[src/hw/rtl/terminal_mouse_report_encoder_defines.svh]
// ----------------------------------------------------------------------------
// Terminal mouse report encoder - assertion macros
// Shared concurrent assertion wrappers; they compile away under synthesis.
// ----------------------------------------------------------------------------
`ifndef TERMINAL_MOUSE_REPORT_ENCODER_DEFINES_SVH
`define TERMINAL_MOUSE_REPORT_ENCODER_DEFINES_SVH
`ifndef SYNTHESIS
// Check that a property holds at every clock edge outside reset
`define TMRE_ASSERT(lbl, clk, rst_n, prop, msg) \
	lbl: assert property (@(posedge clk) disable iff (!rst_n) (prop)) else $error(msg);
// Check that a condition never occurs outside reset
`define TMRE_NEVER(lbl, clk, rst_n, cond, msg) \
	lbl: assert property (@(posedge clk) disable iff (!rst_n) !(cond)) else $error(msg);
`else
`define TMRE_ASSERT(lbl, clk, rst_n, prop, msg)
`define TMRE_NEVER(lbl, clk, rst_n, cond, msg)
`endif
`endif

[src/hw/rtl/tmre_pkg.sv]
// ----------------------------------------------------------------------------
// Terminal mouse report encoder - package
// Types, byte codes and helper functions shared by the encoder modules.
// ----------------------------------------------------------------------------
package tmre_pkg;

	// Coordinate handling
	localparam int COORD_BITS_DEF = 12;
	localparam int COORD_MAX      = 12;
	localparam int QUEUE_DEPTH    = 2;

	// Decimal step: q = (v * RECIP) >> RECIP_SHIFT is exact for v below 16384
	localparam logic [12:0] RECIP       = 13'd6554;
	localparam int          RECIP_SHIFT = 16;

	// Event kinds
	typedef enum logic [1:0] {
		EV_PRESS   = 2'd0,
		EV_RELEASE = 2'd1,
		EV_DRAG    = 2'd2,
		EV_MOVE    = 2'd3
	} ev_kind_t;

	// Tracking modes that filter events; other codes pass all but wheel releases
	localparam logic [1:0] MODE_PRESS_ONLY = 2'd0;
	localparam logic [1:0] MODE_BUTTON     = 2'd1;
	localparam logic [1:0] MODE_RESET      = 2'd2;

	// Configuration register indexes
	typedef enum logic {
		REG_TRACKING_MODE = 1'b0,
		REG_SGR_FORMAT    = 1'b1
	} cfg_reg_t;
	localparam int CFG_DATA_W = 2;

	// Button codes
	localparam logic [6:0] BTN_WHEEL_UP   = 7'd64;
	localparam logic [6:0] BTN_WHEEL_DOWN = 7'd65;
	localparam logic [6:0] CODE_RELEASE   = 7'd3;
	localparam logic [6:0] CODE_MOTION    = 7'd32;

	// Report bytes
	localparam logic [7:0] CH_ESC        = 8'h1B;
	localparam logic [7:0] CH_LBRACKET   = 8'h5B;
	localparam logic [7:0] CH_LESS       = 8'h3C;
	localparam logic [7:0] CH_UPPER_M    = 8'h4D;
	localparam logic [7:0] CH_LOWER_M    = 8'h6D;
	localparam logic [7:0] CH_SEMI       = 8'h3B;
	localparam logic [7:0] CH_ZERO       = 8'h30;
	localparam logic [7:0] LEGACY_OFFSET = 8'd32;

	// One classified event between front and back
	typedef struct packed {
		logic             sgr;
		logic             rel;
		logic [1:0]       len_c;   // digit count minus one
		logic [1:0]       len_x;
		logic [1:0]       len_y;
		logic [3:0][3:0]  dig_c;   // decimal digits, ones first
		logic [3:0][3:0]  dig_x;
		logic [3:0][3:0]  dig_y;
		logic [7:0]       b_code;  // legacy bytes, offset included
		logic [7:0]       b_x;
		logic [7:0]       b_y;
	} tmre_desc_t;

	// Serializer states
	typedef enum logic [3:0] {
		S_ESC,
		S_LBRK,
		S_INTRO,
		S_LCODE,
		S_LX,
		S_LY,
		S_CODE,
		S_SEMI1,
		S_XNUM,
		S_SEMI2,
		S_YNUM,
		S_TERM
	} back_state_t;

	// Quotient of a value by ten
	function automatic logic [11:0] div10(input logic [11:0] v);
		logic [24:0] p;
		p = 25'(v) * 25'(RECIP);
		return 12'(p[24:RECIP_SHIFT]);
	endfunction

	// Number of decimal digits minus one
	function automatic logic [1:0] dec_len(input logic [11:0] v);
		logic [1:0] n;
		if (v >= 12'd1000) n = 2'd3;
		else if (v >= 12'd100) n = 2'd2;
		else if (v >= 12'd10) n = 2'd1;
		else n = 2'd0;
		return n;
	endfunction

endpackage

[src/hw/rtl/tmre_front.sv]
// ----------------------------------------------------------------------------
// Terminal mouse report encoder - front end
// Accepts events, filters them by tracking mode, builds the button code and
// extracts SGR decimal digits one per cycle before handing a descriptor on.
// ----------------------------------------------------------------------------
`include "terminal_mouse_report_encoder_defines.svh"

module tmre_front import tmre_pkg::*; #(
	parameter int COORD_BITS = COORD_BITS_DEF
) (
	input  logic        clk,
	input  logic        arst_n,
	input  logic        push,
	output logic        full,
	input  logic [6:0]  button_code,
	input  logic [1:0]  event_kind,
	input  logic        shift_held,
	input  logic        option_held,
	input  logic        control_held,
	input  logic [11:0] column,
	input  logic [11:0] row,
	input  logic [1:0]  tracking_mode,
	input  logic        sgr_format,
	output logic        q_push,
	output tmre_desc_t  q_desc,
	input  logic        q_full
);

	localparam int CW = (COORD_BITS < COORD_MAX) ? COORD_BITS : COORD_MAX;

	logic          busy_q, done_q;
	logic [1:0]    cnt_q;
	logic [6:0]    cv_q;
	logic [CW-1:0] xv_q, yv_q;
	logic [3:0][3:0] dc_q, dx_q, dy_q;
	logic          sgr_q, rel_q;
	logic [1:0]    lc_q, lx_q, ly_q;

	logic          accept, step, pass, wheel;
	logic [6:0]    mods, sgr_code, code_in;
	logic [CW-1:0] x_in, y_in;
	logic [11:0]   cq, xq, yq, cr, xr, yr;

	// Handshake
	assign q_push = busy_q && done_q && !q_full;
	assign full   = busy_q && !q_push;
	assign accept = push && !full;
	assign step   = busy_q && !done_q;

	// Classify the incoming event
	always_comb begin
		x_in  = column[CW-1:0];
		y_in  = row[CW-1:0];
		wheel = (button_code == BTN_WHEEL_UP) || (button_code == BTN_WHEEL_DOWN);
		mods  = {2'b00, control_held, option_held, shift_held, 2'b00};
		pass  = 1'b1;
		if (tracking_mode == MODE_PRESS_ONLY && ev_kind_t'(event_kind) != EV_PRESS)
			pass = 1'b0;
		if (tracking_mode == MODE_BUTTON && ev_kind_t'(event_kind) == EV_MOVE)
			pass = 1'b0;
		if (wheel && ev_kind_t'(event_kind) == EV_RELEASE)
			pass = 1'b0;
		unique case (ev_kind_t'(event_kind))
			EV_PRESS:   sgr_code = button_code | mods;
			EV_RELEASE: sgr_code = CODE_RELEASE | mods;
			EV_DRAG:    sgr_code = button_code | CODE_MOTION | mods;
			EV_MOVE:    sgr_code = CODE_RELEASE | CODE_MOTION | mods;
			default:    sgr_code = button_code | mods;
		endcase
		code_in = (!sgr_format && wheel) ? (button_code | mods) : sgr_code;
	end

	// One decimal step on each lane
	always_comb begin
		cq = div10(12'(cv_q));
		xq = div10(12'(xv_q));
		yq = div10(12'(yv_q));
		cr = 12'(cv_q) - ((cq << 3) + (cq << 1));
		xr = 12'(xv_q) - ((xq << 3) + (xq << 1));
		yr = 12'(yv_q) - ((yq << 3) + (yq << 1));
	end

	// Control: load on accept, count digit steps, release on hand-off
	always_ff @(posedge clk or negedge arst_n) begin
		if (!arst_n) begin
			busy_q <= 1'b0;
			done_q <= 1'b0;
			cnt_q  <= 2'd0;
		end else if (accept) begin
			busy_q <= pass;
			done_q <= !sgr_format;
			cnt_q  <= 2'd0;
		end else if (q_push) begin
			busy_q <= 1'b0;
		end else if (step) begin
			cnt_q  <= cnt_q + 2'd1;
			done_q <= (cnt_q == 2'd3);
		end
	end

	// Payload: capture the event, then shift out digits
	always_ff @(posedge clk) begin
		if (accept) begin
			cv_q  <= code_in;
			xv_q  <= x_in;
			yv_q  <= y_in;
			sgr_q <= sgr_format;
			rel_q <= (ev_kind_t'(event_kind) == EV_RELEASE);
			lc_q  <= dec_len(12'(code_in));
			lx_q  <= dec_len(12'(x_in));
			ly_q  <= dec_len(12'(y_in));
		end else if (step) begin
			cv_q        <= 7'(cq);
			xv_q        <= CW'(xq);
			yv_q        <= CW'(yq);
			dc_q[cnt_q] <= cr[3:0];
			dx_q[cnt_q] <= xr[3:0];
			dy_q[cnt_q] <= yr[3:0];
		end
	end

	// Build the descriptor
	always_comb begin
		q_desc.sgr    = sgr_q;
		q_desc.rel    = rel_q;
		q_desc.len_c  = lc_q;
		q_desc.len_x  = lx_q;
		q_desc.len_y  = ly_q;
		q_desc.dig_c  = dc_q;
		q_desc.dig_x  = dx_q;
		q_desc.dig_y  = dy_q;
		q_desc.b_code = 8'(cv_q) + LEGACY_OFFSET;
		q_desc.b_x    = xv_q[7:0] + LEGACY_OFFSET;
		q_desc.b_y    = yv_q[7:0] + LEGACY_OFFSET;
	end

	`TMRE_ASSERT(a_conv_holds, clk, arst_n, step |=> busy_q, "conversion dropped an event")
	`TMRE_ASSERT(a_conv_blocks, clk, arst_n, step |-> full, "input open during conversion")

endmodule

[src/hw/rtl/tmre_queue.sv]
// ----------------------------------------------------------------------------
// Terminal mouse report encoder - descriptor queue
// Short register queue that decouples classification from serialization.
// ----------------------------------------------------------------------------
`include "terminal_mouse_report_encoder_defines.svh"

module tmre_queue import tmre_pkg::*; (
	input  logic       clk,
	input  logic       arst_n,
	input  logic       push,
	input  tmre_desc_t wdata,
	output logic       full,
	input  logic       pop,
	output tmre_desc_t rdata,
	output logic       empty
);

	localparam int DEPTH = QUEUE_DEPTH;
	localparam int PW    = (DEPTH > 1) ? $clog2(DEPTH) : 1;
	localparam int CNTW  = $clog2(DEPTH + 1);

	tmre_desc_t    mem_q [DEPTH];
	logic [PW-1:0] wr_q, rd_q;
	logic [CNTW-1:0] count_q;
	logic          do_push, do_pop;

	assign full    = (count_q == CNTW'(DEPTH));
	assign empty   = (count_q == '0);
	assign do_push = push && !full;
	assign do_pop  = pop && !empty;
	assign rdata   = mem_q[rd_q];

	// Advance pointers and occupancy
	always_ff @(posedge clk or negedge arst_n) begin
		if (!arst_n) begin
			wr_q    <= '0;
			rd_q    <= '0;
			count_q <= '0;
		end else begin
			if (do_push)
				wr_q <= (wr_q == PW'(DEPTH - 1)) ? '0 : wr_q + PW'(1);
			if (do_pop)
				rd_q <= (rd_q == PW'(DEPTH - 1)) ? '0 : rd_q + PW'(1);
			if (do_push && !do_pop)
				count_q <= count_q + CNTW'(1);
			else if (do_pop && !do_push)
				count_q <= count_q - CNTW'(1);
		end
	end

	// Store entries
	always_ff @(posedge clk) begin
		if (do_push)
			mem_q[wr_q] <= wdata;
	end

	`TMRE_NEVER(a_q_over, clk, arst_n, count_q > CNTW'(DEPTH), "queue count overflow")
	`TMRE_NEVER(a_q_push_full, clk, arst_n, push && full, "push into full queue")
	`TMRE_NEVER(a_q_pop_empty, clk, arst_n, pop && empty, "pop from empty queue")

endmodule

[src/hw/rtl/tmre_back.sv]
// ----------------------------------------------------------------------------
// Terminal mouse report encoder - back end
// Walks the head descriptor and emits one report byte per cycle, while the
// consumer keeps popping, into an output register, marking the final byte.
// ----------------------------------------------------------------------------
`include "terminal_mouse_report_encoder_defines.svh"

module tmre_back import tmre_pkg::*; (
	input  logic       clk,
	input  logic       arst_n,
	input  logic       q_empty,
	input  tmre_desc_t q_desc,
	output logic       q_pop,
	input  logic       pop,
	output logic       empty,
	output logic [7:0] out_byte,
	output logic       last_byte
);

	back_state_t state_q, state_n;
	logic [1:0]  dig_q, dig_n;
	logic        out_valid_q;
	logic [7:0]  byte_q, byte_c;
	logic        last_q, last_c;
	logic        emit;
	logic [3:0]  digit;

	assign empty     = !out_valid_q;
	assign out_byte  = byte_q;
	assign last_byte = last_q;
	assign emit      = (!out_valid_q || pop) && !q_empty;
	assign q_pop     = emit && last_c;

	// Next byte and sequencing
	always_comb begin
		state_n = state_q;
		dig_n   = dig_q;
		byte_c  = CH_ESC;
		last_c  = 1'b0;
		digit   = 4'd0;
		unique case (state_q)
			S_ESC: begin
				byte_c  = CH_ESC;
				state_n = S_LBRK;
			end
			S_LBRK: begin
				byte_c  = CH_LBRACKET;
				state_n = S_INTRO;
			end
			S_INTRO: begin
				byte_c  = q_desc.sgr ? CH_LESS : CH_UPPER_M;
				state_n = q_desc.sgr ? S_CODE : S_LCODE;
				dig_n   = q_desc.len_c;
			end
			S_LCODE: begin
				byte_c  = q_desc.b_code;
				state_n = S_LX;
			end
			S_LX: begin
				byte_c  = q_desc.b_x;
				state_n = S_LY;
			end
			S_LY: begin
				byte_c  = q_desc.b_y;
				last_c  = 1'b1;
				state_n = S_ESC;
			end
			S_CODE: begin
				digit  = q_desc.dig_c[dig_q];
				byte_c = CH_ZERO + {4'd0, digit};
				if (dig_q == 2'd0)
					state_n = S_SEMI1;
				else
					dig_n = dig_q - 2'd1;
			end
			S_SEMI1: begin
				byte_c  = CH_SEMI;
				dig_n   = q_desc.len_x;
				state_n = S_XNUM;
			end
			S_XNUM: begin
				digit  = q_desc.dig_x[dig_q];
				byte_c = CH_ZERO + {4'd0, digit};
				if (dig_q == 2'd0)
					state_n = S_SEMI2;
				else
					dig_n = dig_q - 2'd1;
			end
			S_SEMI2: begin
				byte_c  = CH_SEMI;
				dig_n   = q_desc.len_y;
				state_n = S_YNUM;
			end
			S_YNUM: begin
				digit  = q_desc.dig_y[dig_q];
				byte_c = CH_ZERO + {4'd0, digit};
				if (dig_q == 2'd0)
					state_n = S_TERM;
				else
					dig_n = dig_q - 2'd1;
			end
			S_TERM: begin
				byte_c  = q_desc.rel ? CH_LOWER_M : CH_UPPER_M;
				last_c  = 1'b1;
				state_n = S_ESC;
			end
			default: begin
				state_n = S_ESC;
			end
		endcase
	end

	// Sequencer state
	always_ff @(posedge clk or negedge arst_n) begin
		if (!arst_n) begin
			state_q <= S_ESC;
			dig_q   <= 2'd0;
		end else if (emit) begin
			state_q <= state_n;
			dig_q   <= dig_n;
		end
	end

	// Output register valid
	always_ff @(posedge clk or negedge arst_n) begin
		if (!arst_n)
			out_valid_q <= 1'b0;
		else if (emit)
			out_valid_q <= 1'b1;
		else if (pop)
			out_valid_q <= 1'b0;
	end

	// Output register payload
	always_ff @(posedge clk) begin
		if (emit) begin
			byte_q <= byte_c;
			last_q <= last_c;
		end
	end

	`TMRE_ASSERT(a_pop_at_end, clk, arst_n,
		q_pop |-> (state_q == S_LY || state_q == S_TERM), "descriptor released mid-report")
	`TMRE_ASSERT(a_mid_has_desc, clk, arst_n,
		(state_q != S_ESC) |-> !q_empty, "report in progress without a descriptor")

endmodule

[src/hw/rtl/terminal_mouse_report_encoder.sv]
// ----------------------------------------------------------------------------
// Terminal mouse report encoder - top level
// Encodes mouse events into legacy or SGR terminal report byte streams.
// ----------------------------------------------------------------------------
//  Channel   Direction  Handshake             Payload
//  event     in         push / full           button_code event_kind modifiers
//                                             column row
//  report    out        empty / pop           out_byte last_byte
//  config    in         cfg_we (no wait)      cfg_index cfg_data
//
// The back serializer sends one byte per cycle while the consumer pops; a
// legacy report has six bytes, an SGR report nine to seventeen. The front runs
// no digit steps for legacy or filtered events, four decimal ones per SGR event.
// Reset clears the control state; there is no clearing pass after reset.
// A stalled output holds its byte while the front keeps taking events until
// the two-entry descriptor queue fills.
// ----------------------------------------------------------------------------
module terminal_mouse_report_encoder import tmre_pkg::*; #(
	parameter int COORD_BITS = COORD_BITS_DEF
) (
	input  logic                  clk,
	input  logic                  arst_n,
	input  logic                  push,
	output logic                  full,
	input  logic [6:0]            button_code,
	input  logic [1:0]            event_kind,
	input  logic                  shift_held,
	input  logic                  option_held,
	input  logic                  control_held,
	input  logic [11:0]           column,
	input  logic [11:0]           row,
	output logic                  empty,
	input  logic                  pop,
	output logic [7:0]            out_byte,
	output logic                  last_byte,
	input  logic                  cfg_we,
	input  logic                  cfg_index,
	input  logic [CFG_DATA_W-1:0] cfg_data
);

	logic [1:0] tracking_mode_q;
	logic       sgr_format_q;
	logic       fq_push, fq_full, bq_pop, bq_empty;
	tmre_desc_t fq_desc, bq_desc;

	// Configuration registers
	always_ff @(posedge clk or negedge arst_n) begin
		if (!arst_n) begin
			tracking_mode_q <= MODE_RESET;
			sgr_format_q    <= 1'b0;
		end else if (cfg_we) begin
			unique case (cfg_reg_t'(cfg_index))
				REG_TRACKING_MODE: tracking_mode_q <= cfg_data[1:0];
				REG_SGR_FORMAT:    sgr_format_q    <= cfg_data[0];
				default:           sgr_format_q    <= sgr_format_q;
			endcase
		end
	end

	tmre_front #(
		.COORD_BITS (COORD_BITS)
	) u_front (
		.clk           (clk),
		.arst_n        (arst_n),
		.push          (push),
		.full          (full),
		.button_code   (button_code),
		.event_kind    (event_kind),
		.shift_held    (shift_held),
		.option_held   (option_held),
		.control_held  (control_held),
		.column        (column),
		.row           (row),
		.tracking_mode (tracking_mode_q),
		.sgr_format    (sgr_format_q),
		.q_push        (fq_push),
		.q_desc        (fq_desc),
		.q_full        (fq_full)
	);

	tmre_queue u_queue (
		.clk    (clk),
		.arst_n (arst_n),
		.push   (fq_push),
		.wdata  (fq_desc),
		.full   (fq_full),
		.pop    (bq_pop),
		.rdata  (bq_desc),
		.empty  (bq_empty)
	);

	tmre_back u_back (
		.clk       (clk),
		.arst_n    (arst_n),
		.q_empty   (bq_empty),
		.q_desc    (bq_desc),
		.q_pop     (bq_pop),
		.pop       (pop),
		.empty     (empty),
		.out_byte  (out_byte),
		.last_byte (last_byte)
	);

endmodule
[config.mk]
export PLATFORM = sky130hd
export DESIGN_NAME = terminal_mouse_report_encoder
export DESIGN_NICKNAME = d
export VERILOG_FILES = /design/src/hw/rtl/tmre_pkg.sv /design/src/hw/rtl/tmre_front.sv /design/src/hw/rtl/tmre_queue.sv /design/src/hw/rtl/tmre_back.sv /design/src/hw/rtl/terminal_mouse_report_encoder.sv
export VERILOG_INCLUDE_DIRS = /design/src /design/src/hw/rtl
export SDC_FILE = /design/constraint.sdc
export NUM_CORES = 1
export LEC_CHECK = 0
export ABC_AREA = 1
export BUFFER_PORTS_ARGS = -buffer_cell sky130_fd_sc_hd__buf_2
export CAP_MARGIN = 20
export CELL_PAD_IN_SITES_DETAIL_PLACEMENT = 1
export CELL_PAD_IN_SITES_GLOBAL_PLACEMENT = 2
export CORE_MARGIN = 10
export CORE_UTILIZATION = 38
export CTS_CLUSTER_DIAMETER = 40
export DETAILED_ROUTE_END_ITERATION = 10
export PLACE_DENSITY_LB_ADDON = 0.1
export SYNTH_ARGS = -nofsm -noshare
export SYNTH_HDL_FRONTEND = slang
export SYNTH_SLANG_ARGS = --single-unit
export TNS_END_PERCENT = 10
[constraint.sdc]
create_clock -name clk -period 4.8 [get_ports clk]
set_input_delay 0 -clock clk [delete_from_list [all_inputs] [get_ports clk]]
set_output_delay 0 -clock clk [all_outputs]
set_load 0.02 [all_outputs]
# Word level (Yosys, flattened, before mapping)
# Memories as Yosys holds them, arrays and structs flattened.
# Index checks and enable logic that the tools add are counted.
# totals
regBits	114
ramBits	160
input_bits	44
out_inout_bits	11
elab_cells	199
n_memories	1
# op_classes
n_addsub	18
multipliers	3
magnitude_cmp	11
n_eq_ne	24
muxes	54
bitwise	4
n_reduce_logical	49
# mem_list
name	words	width	read_ports	rd_ports_with_merged_regs	wr	line_no	rtl
u_queue.mem_q	2	80	1	0	1	tmre_queue.sv:22	tmre_desc_t mem_q [DEPTH];
# op_table
op	count
8-bit one-hot mux with 10 select lines	1
16-bit bitwise mux	3
12-bit by 12-bit multiplier with 24-bit output, second input constant	2
12-bit two-way mux	4
4-bit one-hot mux with 10 select lines	1
4-bit two-way mux	7
7-bit two-way mux	4
7-bit one-hot mux with 4 select lines	1
4-bit binary-select mux with 2-bit select	3
12-bit by 10-bit greater-or-equal comparator with 1-bit output, second input constant	2
12-bit by 4-bit greater-or-equal comparator with 1-bit output, second input constant	2
12-bit by 7-bit greater-or-equal comparator with 1-bit output, second input constant	2
6-bit by 4-bit adder with 7-bit output, first input constant	3
1-bit two-way mux	20
7-bit by 12-bit multiplier with 19-bit output, second input constant	1
8-bit by 6-bit adder with 8-bit output, second input constant	2
4-bit by 3-bit equality test with 1-bit output, second input constant	4
4-bit equality test, second input constant	4
1-bit logical AND	16
7-bit equality test, second input constant	2
7-bit by 5-bit bitwise OR with 7-bit output	2
4-bit adder	3
2-bit two-way mux	6
4-bit subtractor	3
30 further kinds	65

# Depth between registers and ports, before layout
# Gate-level depths: netlist (run 1).
# logic_depth
word_depth	9
depth_mapped	27
ltp_nobuf	27

# By module
# Synthesis (run 1) repeated with hierarchy kept, for this count alone.
# unflattened
cells_unflattened	1964
area_unflattened_um2	19655.1
# modules_own_cells
mod	n_inst	cells_each	area_per_inst_um2	seq_area_each_um2
tmre_front	1	1219	10979.3	2712.6
tmre_queue	1	449	6969.2	4904.7
tmre_back	1	281	1579.0	445.4
terminal_mouse_report_encoder	1	15	127.6	76.3

# Worst setup path before layout (run 1)
# No wires, ideal clock.
# synth_path
path_kind	register to register
from	register u_front.xv_q[7]
to	register u_front.dx_q (netlist bit u_front.q_desc[43]), data pin
setup_time_ns	0.257
arrival_ns	4.641
required_ns	4.543
path_slack_ns	-0.098
stages_incl_launch_ff	23
path_buffers	0
period_less_slack_ns	4.898
path_cell_list	edfxtp_1 > ha_1 > inv_1 > fa_1 > inv_1 > fa_1 > fa_1 > inv_1 > fa_1 > inv_1 > ha_1 > a21oi_1 > o21ai_0 > a21oi_1 > nand2_1 > xor2_1 > ha_1 > nand2_1 > inv_1 > nor2_2 > nand3_1 > nand2_1 > inv_1
# synth_via
elab_chain_len	4
# synth_lines
element	line_no	rtl
from (decl)	tmre_front.sv:34	logic [CW-1:0] xv_q, yv_q;
from (signal assigned)	tmre_front.sv:105	xv_q <= x_in;
from (signal assigned)	tmre_front.sv:114	xv_q <= CW'(xq);
12-bit by 12-bit multiplier with 24-bit output	tmre_pkg.sv:86	p = 25'(v) * 25'(RECIP);
4-bit adder	tmre_front.sv:79	xr = 12'(xv_q) - ((xq << 3) + (xq << 1));
4-bit subtractor	tmre_front.sv:79	
named net u_front.xr[3]	tmre_front.sv:42	logic [11:0] cq, xq, yq, cr, xr, yr;
16-bit bitwise mux	tmre_front.sv:117	dx_q[cnt_q] <= xr[3:0];
to (signal, indexed assignment)	tmre_front.sv:117	
to (decl)	tmre_front.sv:35	logic [3:0][3:0] dc_q, dx_q, dy_q;
# The timed path passes the listed nets, and every way through them passes these cells.
# A chain may end at the register's enable or synchronous reset.

# Worst setup path in the final report (run 1)
# layout_path
from	register u_front.yv_q[2]
to	register u_front.dy_q (netlist bit u_front.q_desc[31]), data pin
# layout_via
elab_chain_len	4
# layout_lines
element	line_no	rtl
from (decl)	tmre_front.sv:34	
from (signal assigned)	tmre_front.sv:106	yv_q <= y_in;
from (signal assigned)	tmre_front.sv:115	yv_q <= CW'(yq);
12-bit by 12-bit multiplier with 24-bit output	tmre_pkg.sv:86	
4-bit adder	tmre_front.sv:80	yr = 12'(yv_q) - ((yq << 3) + (yq << 1));
4-bit subtractor *	tmre_front.sv:80	
named net u_front.yr[3]	tmre_front.sv:42	
16-bit bitwise mux *	tmre_front.sv:118	dy_q[cnt_q] <= yr[3:0];
to (signal, indexed assignment)	tmre_front.sv:118	
to (decl)	tmre_front.sv:35	
# Mark *: on every way through the listed nets, which the timed path passes. The rest lies on a longest branch.

==> flow_summary.rst, run 1 <==
.. list-table::
   :header-rows: 1

   * - Metric
     - Value
   * - Result of the run
     - finished with violations
   * - Failing checks
     - negative setup slack
   * - Antenna cell count
     - 0
   * - Dpl ws
     - -0.3430 ns
   * - Die Area
     - 57440 um2
   * - Proportion of synthesized chip area in sequential cells
     - 44.39%
   * - Clock transition time at the flip-flop clock pins of the worst setup and hold paths
     - roughly 0.05 ns
   * - Synthesis-stage register bit count
     - ~270
   * - Leading area contributor after synthesis
     - sky130_fd_sc_hd__edfxtp_1
   * - Iteration count of the initial detailed-routing pass
     - 5
   * - DRC marker count from the first detailed-route iteration
     - approximately 650
   * - Slew at the pin closest to its max-slew limit
     - between 1 and 1.5 ns
   * - Core ar.
     - between 40000 and 50000 um2
   * - Routed Wire Length
     - 51530 um
   * - Total nets after synthesis
     - around 2200
   * - Site row count
     - 80
   * - Number of antenna-violating nets in the routed design
     - 0
   * - Global-route total usage across every layer
     - between 10% and 20%
   * - Highest Clock Rate
     - 203.9 MHz
   * - Crit path capture
     - u_front.q_desc[31]$_DFFE_PP_
   * - Required arrival time at the worst endpoint
     - 5.10 ns
   * - Primary flip-flop cell chosen by synthesis mapping
     - sky130_fd_sc_hd__edfxtp_1
   * - Clock Path Buffers
     - 3
   * - Syn avg cell area
     - about 10 um2
   * - Number of warnings issued by yosys
     - 0
   * - Number of antenna violations at the first check in global routing
     - 0
   * - Area share of the largest cell type after synthesis
     - around two fifths
   * - Maximum number of pins on one net before global-route repair
     - approximately 80
   * - Via density
     - 4.928
   * - Startpoint of the worst-slack reg-to-reg timing path
     - u_front.yv_q[2]$_DFFE_PP_
   * - Final critical path time including I/O delays and setup
     - 4.904 ns
   * - Clock Skews
     - between 0.03 and 0.04 ns
   * - Maximum single-stage delay on the critical path
     - 0.50 ns
   * - Max FO, Critical Path
     - 4
   * - Share of the clock period used by the worst path after layout
     - 102.2%
   * - Routability cong.
     - 0.8479
   * - Clock insertion delay at the later pin of the skew report
     - approximately 0.57 ns
   * - Fin worst setup slack
     - -0.1037 ns
   * - Average detailed-routed wire length per instance
     - 18.47 um
   * - Area added between synthesis and finish
     - 27.12%
   * - Worst-path cell with the longest stage delay
     - sky130_fd_sc_hd__edfxtp_1
   * - Initial Utilization
     - ~38%
   * - Number of synthesized flops with an enable pin
     - approximately 260
   * - # nets final
     - roughly 2500
   * - Kind of capture point of the worst setup path
     - flip-flop
   * - Max-slew headroom
     - 29.12%
   * - Netlist area before placement
     - between 15000 and 20000 um2
   * - Share of cells above drive strength 1
     - a little over a fifth
   * - Placed wire-length estimate after detailed placement
     - roughly 38000 um
   * - Worst Path Class, Setup
     - flip-flop to flip-flop
   * - Arrival time at the worst endpoint
     - about 5.2 ns
   * - Via count of the first global-routing pass
     - ~15000
   * - Worst min-delay path class
     - input pin to flip-flop
   * - Gate count after technology mapping
     - 1842
   * - CTS H-tree depth
     - 2
   * - Hold path cells
     - 7
   * - Number of fill cells
     - 5229
   * - Proportion of register bits with asynchronous set or reset after synthesis
     - ~6.6%
   * - Aggregate global routing overflow
     - 0
   * - Final count of pins violating max slew
     - 0
   * - Final core utilization
     - 48.82%
   * - Crit path launch
     - u_front.yv_q[2]$_DFFE_PP_
   * - Final-report setup violation count
     - 8
   * - Register-to-register path setup slack
     - -0.10 ns
   * - R2r worst-path depth
     - 25
   * - Clk sink count
     - 274
   * - DRC violation count after routing
     - 0
   * - Biggest area contributors in the synthesized netlist
     - sky130_fd_sc_hd__edfxtp_1 (42%), sky130_fd_sc_hd__ha_1 (16%), sky130_fd_sc_hd__fa_1 (9.2%), sky130_fd_sc_hd__nand2_1 (6.9%), sky130_fd_sc_hd__inv_1 (6.7%)
   * - Cell chosen for the clock root
     - sky130_fd_sc_hd__clkbuf_16
   * - Max-cap viol count
     - 0
   * - Global-route wire length before repair
     - slightly above 80000 um
   * - Count of boundary I/O pins
     - 55
   * - Kind of start point of the critical path
     - flip-flop
   * - Overall via count from detail_route
     - 13750
   * - End of the worst register-to-register path
     - u_front.q_desc[31]$_DFFE_PP_
   * - Setup repair after global routing missed its margin
     - true
   * - Final hold violation count
     - 0
   * - CTS Buf Count
     - 46
   * - Distinct cell type count after synthesis
     - 47
   * - Horiz. Die Dim
     - 239.7 um
   * - Clock tree from TritonCTS
     - done
   * - Vertical die dimension
     - ~240 um
   * - # port buffers
     - 54
-- layer usage --
layer	track usage [%]	up-vias	wire [um]
li1	-	6736	-
met1	23.22	6817	23520
met2	32.04	141	25870
met3	2.609	56	1290
met4	4.206	0	838
met5	0	-	0
-- per-stage QoR --
stage | area (um2) | std cells | TNS [ns] | hold slack, ns
3_3_place_gp | 20410 | 2627 | -3.923 | -0.0002091
5_1_grt | 23310 | 2790 | -4.755 | 0.06048
4_1_cts | 22960 | 2782 | -0.9302 | 0.01682
3_5_place_dp | 20410 | 2627 | -7.268 | 0.001092
2_1_floorplan | 18380 | 1842 | -0.03147 | -0.2956
6_report | 23310 | 2790 | -0.4800 | 0.02547
-- registers in the layout, indices dropped and copies added, names as in the netlist, 2 cells and up --
| register | count |
|---|---|
| u_queue.mem_q | 160 |
| u_front.q_desc | 48 |
| u_back.dig_q | 2 |
| u_back.state_q | 4 |
| u_front.yv_q | 12 |
| u_front.cnt_q | 2 |
| u_front.xv_q | 12 |
| u_back.out_byte | 8 |
| u_front.lx_q | 2 |
| u_front.lc_q | 2 |
| u_front.ly_q | 2 |
| u_front.cv_q | 7 |
| u_queue.count_q | 2 |
| tracking_mode_q | 2 |
-- layout by cell type, fill, tap and decap left out, types with 7 or more instances in the layout --
cell and n:
sky130_fd_sc_hd__a21o_1 8, sky130_fd_sc_hd__a21oi_1 61, sky130_fd_sc_hd__a21oi_2 7, sky130_fd_sc_hd__buf_2 54, sky130_fd_sc_hd__buf_4 170, sky130_fd_sc_hd__clkbuf_16 46
sky130_fd_sc_hd__clkinv_4 8, sky130_fd_sc_hd__dfrtp_1 16, sky130_fd_sc_hd__dlygate4sd3_1 49, sky130_fd_sc_hd__edfxtp_1 256, sky130_fd_sc_hd__fa_1 82, sky130_fd_sc_hd__ha_1 200
sky130_fd_sc_hd__ha_4 28, sky130_fd_sc_hd__inv_1 310, sky130_fd_sc_hd__inv_2 25, sky130_fd_sc_hd__inv_6 8, sky130_fd_sc_hd__nand2_1 312, sky130_fd_sc_hd__nand2_2 27
sky130_fd_sc_hd__nand3_1 54, sky130_fd_sc_hd__nand3_2 11, sky130_fd_sc_hd__nand4_1 12, sky130_fd_sc_hd__nor2_1 142, sky130_fd_sc_hd__nor2_2 14, sky130_fd_sc_hd__nor2_4 9
sky130_fd_sc_hd__nor3_1 12, sky130_fd_sc_hd__o211ai_1 8, sky130_fd_sc_hd__o21ai_0 95, sky130_fd_sc_hd__o21bai_1 10, sky130_fd_sc_hd__o221ai_1 11, sky130_fd_sc_hd__o22ai_1 11
sky130_fd_sc_hd__xnor2_1 13, sky130_fd_sc_hd__xor2_1 10
-- worst min-delay path by stage --
| stage | endpoint | slack [ns] | start |
|---|---|---|---|
| detailed placement | u_back.state_q[2]$_DFFE_PN0P_ | 0.001 | arst_n |
| global route | tracking_mode_q[1]$_DFFE_PN1P_ | 0.06 | arst_n |
| floorplan | sgr_format_q$_DFFE_PN0P_ | -0.30 | arst_n |
| global placement | u_back.state_q[2]$_DFFE_PN0P_ | -0.0002 | arst_n |
| finish | u_front.lc_q[0]$_SDFFCE_PP0P_ | 0.03 | button_code[4] |
| CTS | u_front.lc_q[0]$_SDFFCE_PP0P_ | 0.02 | button_code[4] |
-- logic make-up after synthesis --
family          synth area share (%)
simple gates                   13.81
buf+inv                        7.575
fa+ha+maj                      25.14
flops                          44.39
compound gates                 7.595
xor+xnor                       1.385
mux                           0.1092
-- what timing repair did --
item / 4_1_cts / 5_1_grt
hold endpoints to repair: 60 / 0
resized for setup: 71 / 66
hold buffers: 49 / 0
gates cloned: 0 / 0
pin swaps: 52 / 53
setup endpoints to repair: 30 / 41
buffers inserted: 22 / 9
-- layout make-up --
class | instances | area [um2] | share of cell area (%)
sequential | 274 | 8140 | 34.93
inverter | 335 | 1257 | 5.395
timing repair buffer | 278 | 2102 | 9.019
tap | 615 | 769.5 | 3.301
clock inverter | 36 | 349.1 | 1.498
multi-input combinational | 1204 | 9530 | 40.89
clock buffer | 48 | 1159 | 4.971
-- Yosys cell counts, drive strengths merged (2+ instances only) --
library cell and instances:
o21ai 104, fa 84, nor2 165, ha 234
xor2 14, mux2i 2, nor4 4, nand3b 3
o311ai 2, o2111ai 2, buf 15, a31oi 3
nand3 66, o21bai 10, edfxtp 256, xnor2 15
clkbuf 14, o211ai 8, or2 4, inv 335
nand4 12, o221ai 11, a21boi 2, o31ai 5
and2 2, a211oi 3, dfrtp 17, nand2 341
nor3 14, o22ai 11, a21o 8, a21oi 72
-- critical path: cells and delay by family, from the launching register on --
kind | cells | cell delay (ns)
xor+xnor | 2 | 0.30
fa+ha+maj | 7 | 2.73
buf+inv | 7 | 0.37
flops | 1 | 0.50
simple gates | 9 | 0.76
Power of run 1 is left out: the tool's default activity adds up to more than one toggle a clock period on the data nets, which glitch-free logic cannot reach.
==> inputs of run 2 (changes only) <==
- CORE_UTILIZATION: 38 -> 39
- CTS_BUF_LIST: default -> sky130_fd_sc_hd__clkbuf_4
==> flow_summary.rst, run 2 (synthesis gave the netlist of run 1 again) <==
.. list-table::
   :header-rows: 1

   * - Metric
     - Value
   * - # nets final
     - 2539 (+1.5%)
   * - Global-route total usage across every layer
     - 18.55% (+0.30 points)
   * - Horiz. Die Dim
     - 236.8 um (-1.2%)
   * - Routed Wire Length
     - 51710 um (+0.34%)
   * - Share of the clock period used by the worst path after layout
     - 101.5% (-0.67 points)
   * - Max-slew headroom
     - 25.00% (-4.1 points)
   * - Global-route wire length before repair
     - 82920 um (+0.86%)
   * - Count of boundary I/O pins
     - 55 (unchanged)
   * - Most used cells in the layout excluding fill and tap cells
     - sky130_fd_sc_hd__nand2_1 (320), sky130_fd_sc_hd__inv_1 (310), sky130_fd_sc_hd__edfxtp_1 (256)
   * - Startpoint of the worst-slack reg-to-reg timing path
     - u_front.yv_q[7]$_DFFE_PP_
   * - Arrival time at the worst endpoint
     - 5.37 ns (+0.16 ns)
   * - Clock Skews
     - 0.04432 ns (+0.01363 ns)
   * - Via count of the first global-routing pass
     - 15522 (+2.7%)
   * - Worst min-delay path class
     - input pin to flip-flop
   * - Number of antenna violations at the first check in global routing
     - 2 (+2)
   * - Top reg by flops
     - u_queue.mem_q
   * - Die Area
     - 56090 um2 (-2.4%)
   * - Crit path capture
     - u_front.q_desc[35]$_DFFE_PP_
   * - Required arrival time at the worst endpoint
     - 5.30 ns (+0.20 ns)
   * - Final count of pins violating max slew
     - 0 (unchanged)
   * - Core ar.
     - 46560 um2 (-2.5%)
   * - Highest Clock Rate
     - 205.3 MHz (+0.66%)
   * - Maximum number of pins on one net before global-route repair
     - 81 (unchanged)
   * - Crit path launch
     - u_front.yv_q[7]$_DFFE_PP_
   * - Number of fill cells
     - 5223 (-0.11%)
   * - Clock Path Buffers
     - 3 (unchanged)
   * - Aggregate global routing overflow
     - 0 (unchanged)
   * - Register-to-register path setup slack
     - -0.07 ns (+0.03 ns)
   * - Max-cap viol count
     - 0 (unchanged)
   * - Failing checks
     - negative setup slack
   * - Iteration count of the initial detailed-routing pass
     - 5 (unchanged)
   * - Average detailed-routed wire length per instance
     - 18.20 um (-1.5%)
   * - Overall via count from detail_route
     - 13964 (+1.6%)
   * - Number of antenna-violating nets in the routed design
     - 0 (unchanged)
   * - Final critical path time including I/O delays and setup
     - 4.872 ns (-0.03212 ns)
   * - Wire length on met3
     - 1603 um (+24%)
   * - Cell chosen for the clock root
     - sky130_fd_sc_hd__clkbuf_4
   * - Max FO, Critical Path
     - 4 (unchanged)
   * - R2r worst-path depth
     - 22 (-12%)
   * - Final hold violation count
     - 0 (unchanged)
   * - # port buffers
     - 54 (unchanged)
   * - Fin worst setup slack
     - -0.07159 ns (+0.03212 ns)
   * - CTS Buf Count
     - 74 (+61%)
   * - Setup repair after global routing missed its margin
     - true
   * - Via density
     - 4.915 (-0.27%)
   * - Worst Path Class, Setup
     - flip-flop to flip-flop
   * - Clock tree from TritonCTS
     - done
   * - Commonest non-fill, non-tap cell in the layout
     - sky130_fd_sc_hd__nand2_1
   * - Result of the run
     - finished with violations
   * - Max reg flops
     - 160 (unchanged)
   * - Max Used Layer
     - met4
   * - Vertical die dimension
     - 236.8 um (-1.2%)
   * - Wire length on met1
     - 22930 um (-2.5%)
   * - CTS H-tree depth
     - 3 (+1)
   * - Site row count
     - 79 (-1.3%)
   * - Final-report setup violation count
     - 8 (unchanged)
   * - Share of cells above drive strength 1
     - 21.43% (+0.28 points)
   * - DRC violation count after routing
     - 0 (unchanged)
   * - Area added between synthesis and finish
     - 24.71%
   * - Clock insertion delay at the later pin of the skew report
     - 0.78 ns (+0.21 ns)
   * - Slew at the pin closest to its max-slew limit
     - 1.124 ns (+0.06180 ns)
   * - DRC marker count from the first detailed-route iteration
     - 483 (-26%)
   * - Clk sink count
     - 274 (unchanged)
   * - Kind of capture point of the worst setup path
     - flip-flop
   * - Placed wire-length estimate after detailed placement
     - 38420 um (+1.1%)
   * - Kind of start point of the critical path
     - flip-flop
   * - Detailed route wirelength on metal2
     - 26350 um (+1.8%)
   * - Final TNS setup
     - -0.3144 ns (+0.1656 ns)
   * - Routability cong.
     - 0.8373 (-1.3%)
   * - Initial Utilization
     - 39.38% (+0.98 points)
   * - End of the worst register-to-register path
     - u_front.q_desc[35]$_DFFE_PP_
   * - Clock transition time at the flip-flop clock pins of the worst setup and hold paths
     - 0.06 ns (about the same)
## run 2: routing by layer
metal  vias up  track usage [%]
met1      6871            22.91
li1       6842                -
met2       189            32.94
met4         0            4.980
met3        62            2.860
met5         -                0
## run 2: area by class of cell
class	instances	area (um2)	share of cell area [%]
sequential	274	8140	35.60
tap	607	759.5	3.321
clock inverter	23	145.1	0.6347
clock buffer	107	803.3	3.513
multi-input combinational	1204	9499	41.54
inverter	335	1257	5.499
timing repair buffer	288	2253	9.855
antenna	3	7.507	0.03283
## run 2: what timing repair did
action / in CTS / in global routing
gates resized for setup: 87 / 44
hold endpoints to repair: 65 / 0
setup endpoints to repair: 30 / 41
pin swaps: 65 / 32
hold buffers: 68 / 0
buffers inserted: 19 / 9
## run 2: worst max-delay path: stages (launching register included)
cell and delay [ns]:
sky130_fd_sc_hd__edfxtp_1 0.49, sky130_fd_sc_hd__ha_4 0.32, sky130_fd_sc_hd__inv_2 0.04, sky130_fd_sc_hd__fa_1 0.54
sky130_fd_sc_hd__inv_2 0.04, sky130_fd_sc_hd__fa_1 0.48, sky130_fd_sc_hd__fa_1 0.49, sky130_fd_sc_hd__inv_1 0.05
sky130_fd_sc_hd__fa_1 0.49, sky130_fd_sc_hd__inv_2 0.05, sky130_fd_sc_hd__ha_4 0.26, sky130_fd_sc_hd__a21oi_4 0.16
sky130_fd_sc_hd__o21ai_2 0.08, sky130_fd_sc_hd__nor2_2 0.12, sky130_fd_sc_hd__nand2_2 0.09, sky130_fd_sc_hd__xor2_4 0.17
sky130_fd_sc_hd__ha_4 0.17, sky130_fd_sc_hd__xnor2_2 0.14, sky130_fd_sc_hd__nand3_1 0.12, sky130_fd_sc_hd__nand2_1 0.07
sky130_fd_sc_hd__nand2_1 0.06, sky130_fd_sc_hd__nand2_2 0.08, sky130_fd_sc_hd__inv_2 0.06
## run 2: how the worst min path moves through the flow
| stage | from | to | slack [ns] | cells past startpoint |
|---|---|---|---|---|
| floorplan | arst_n | sgr_format_q$_DFFE_PN0P_ | -0.30 | 0 |
| global placement | arst_n | u_back.state_q[2]$_DFFE_PN0P_ | 0.005 | 1 |
| detailed placement | arst_n | u_back.state_q[2]$_DFFE_PN0P_ | 0.002 | 1 |
| CTS | row[6] | u_front.yv_q[6]$_DFFE_PP_ | 0.004 | 4 |
| global route | row[6] | u_front.yv_q[6]$_DFFE_PP_ | 0.05 | 4 |
| finish | column[8] | u_front.xv_q[8]$_DFFE_PP_ | 0.09 | 4 |
## run 2: per-stage QoR
step | instances | utilization, % | instance area (um2) | setup WS, ns | hold slack [ns]
floorplan | 1842 | - | 18380 | -0.007868 | -0.2956
global placement | 2612 | 43.71 | 20350 | -0.2180 | 0.005038
detailed placement | 2612 | 43.71 | 20350 | -0.3799 | 0.001913
CTS | 2828 | 48.48 | 22570 | -0.07307 | 0.003579
global route | 2841 | 49.11 | 22870 | -0.3067 | 0.05359
finish | 2841 | 49.11 | 22870 | -0.07159 | 0.09214
Power of run 2 is left out for the same reason.
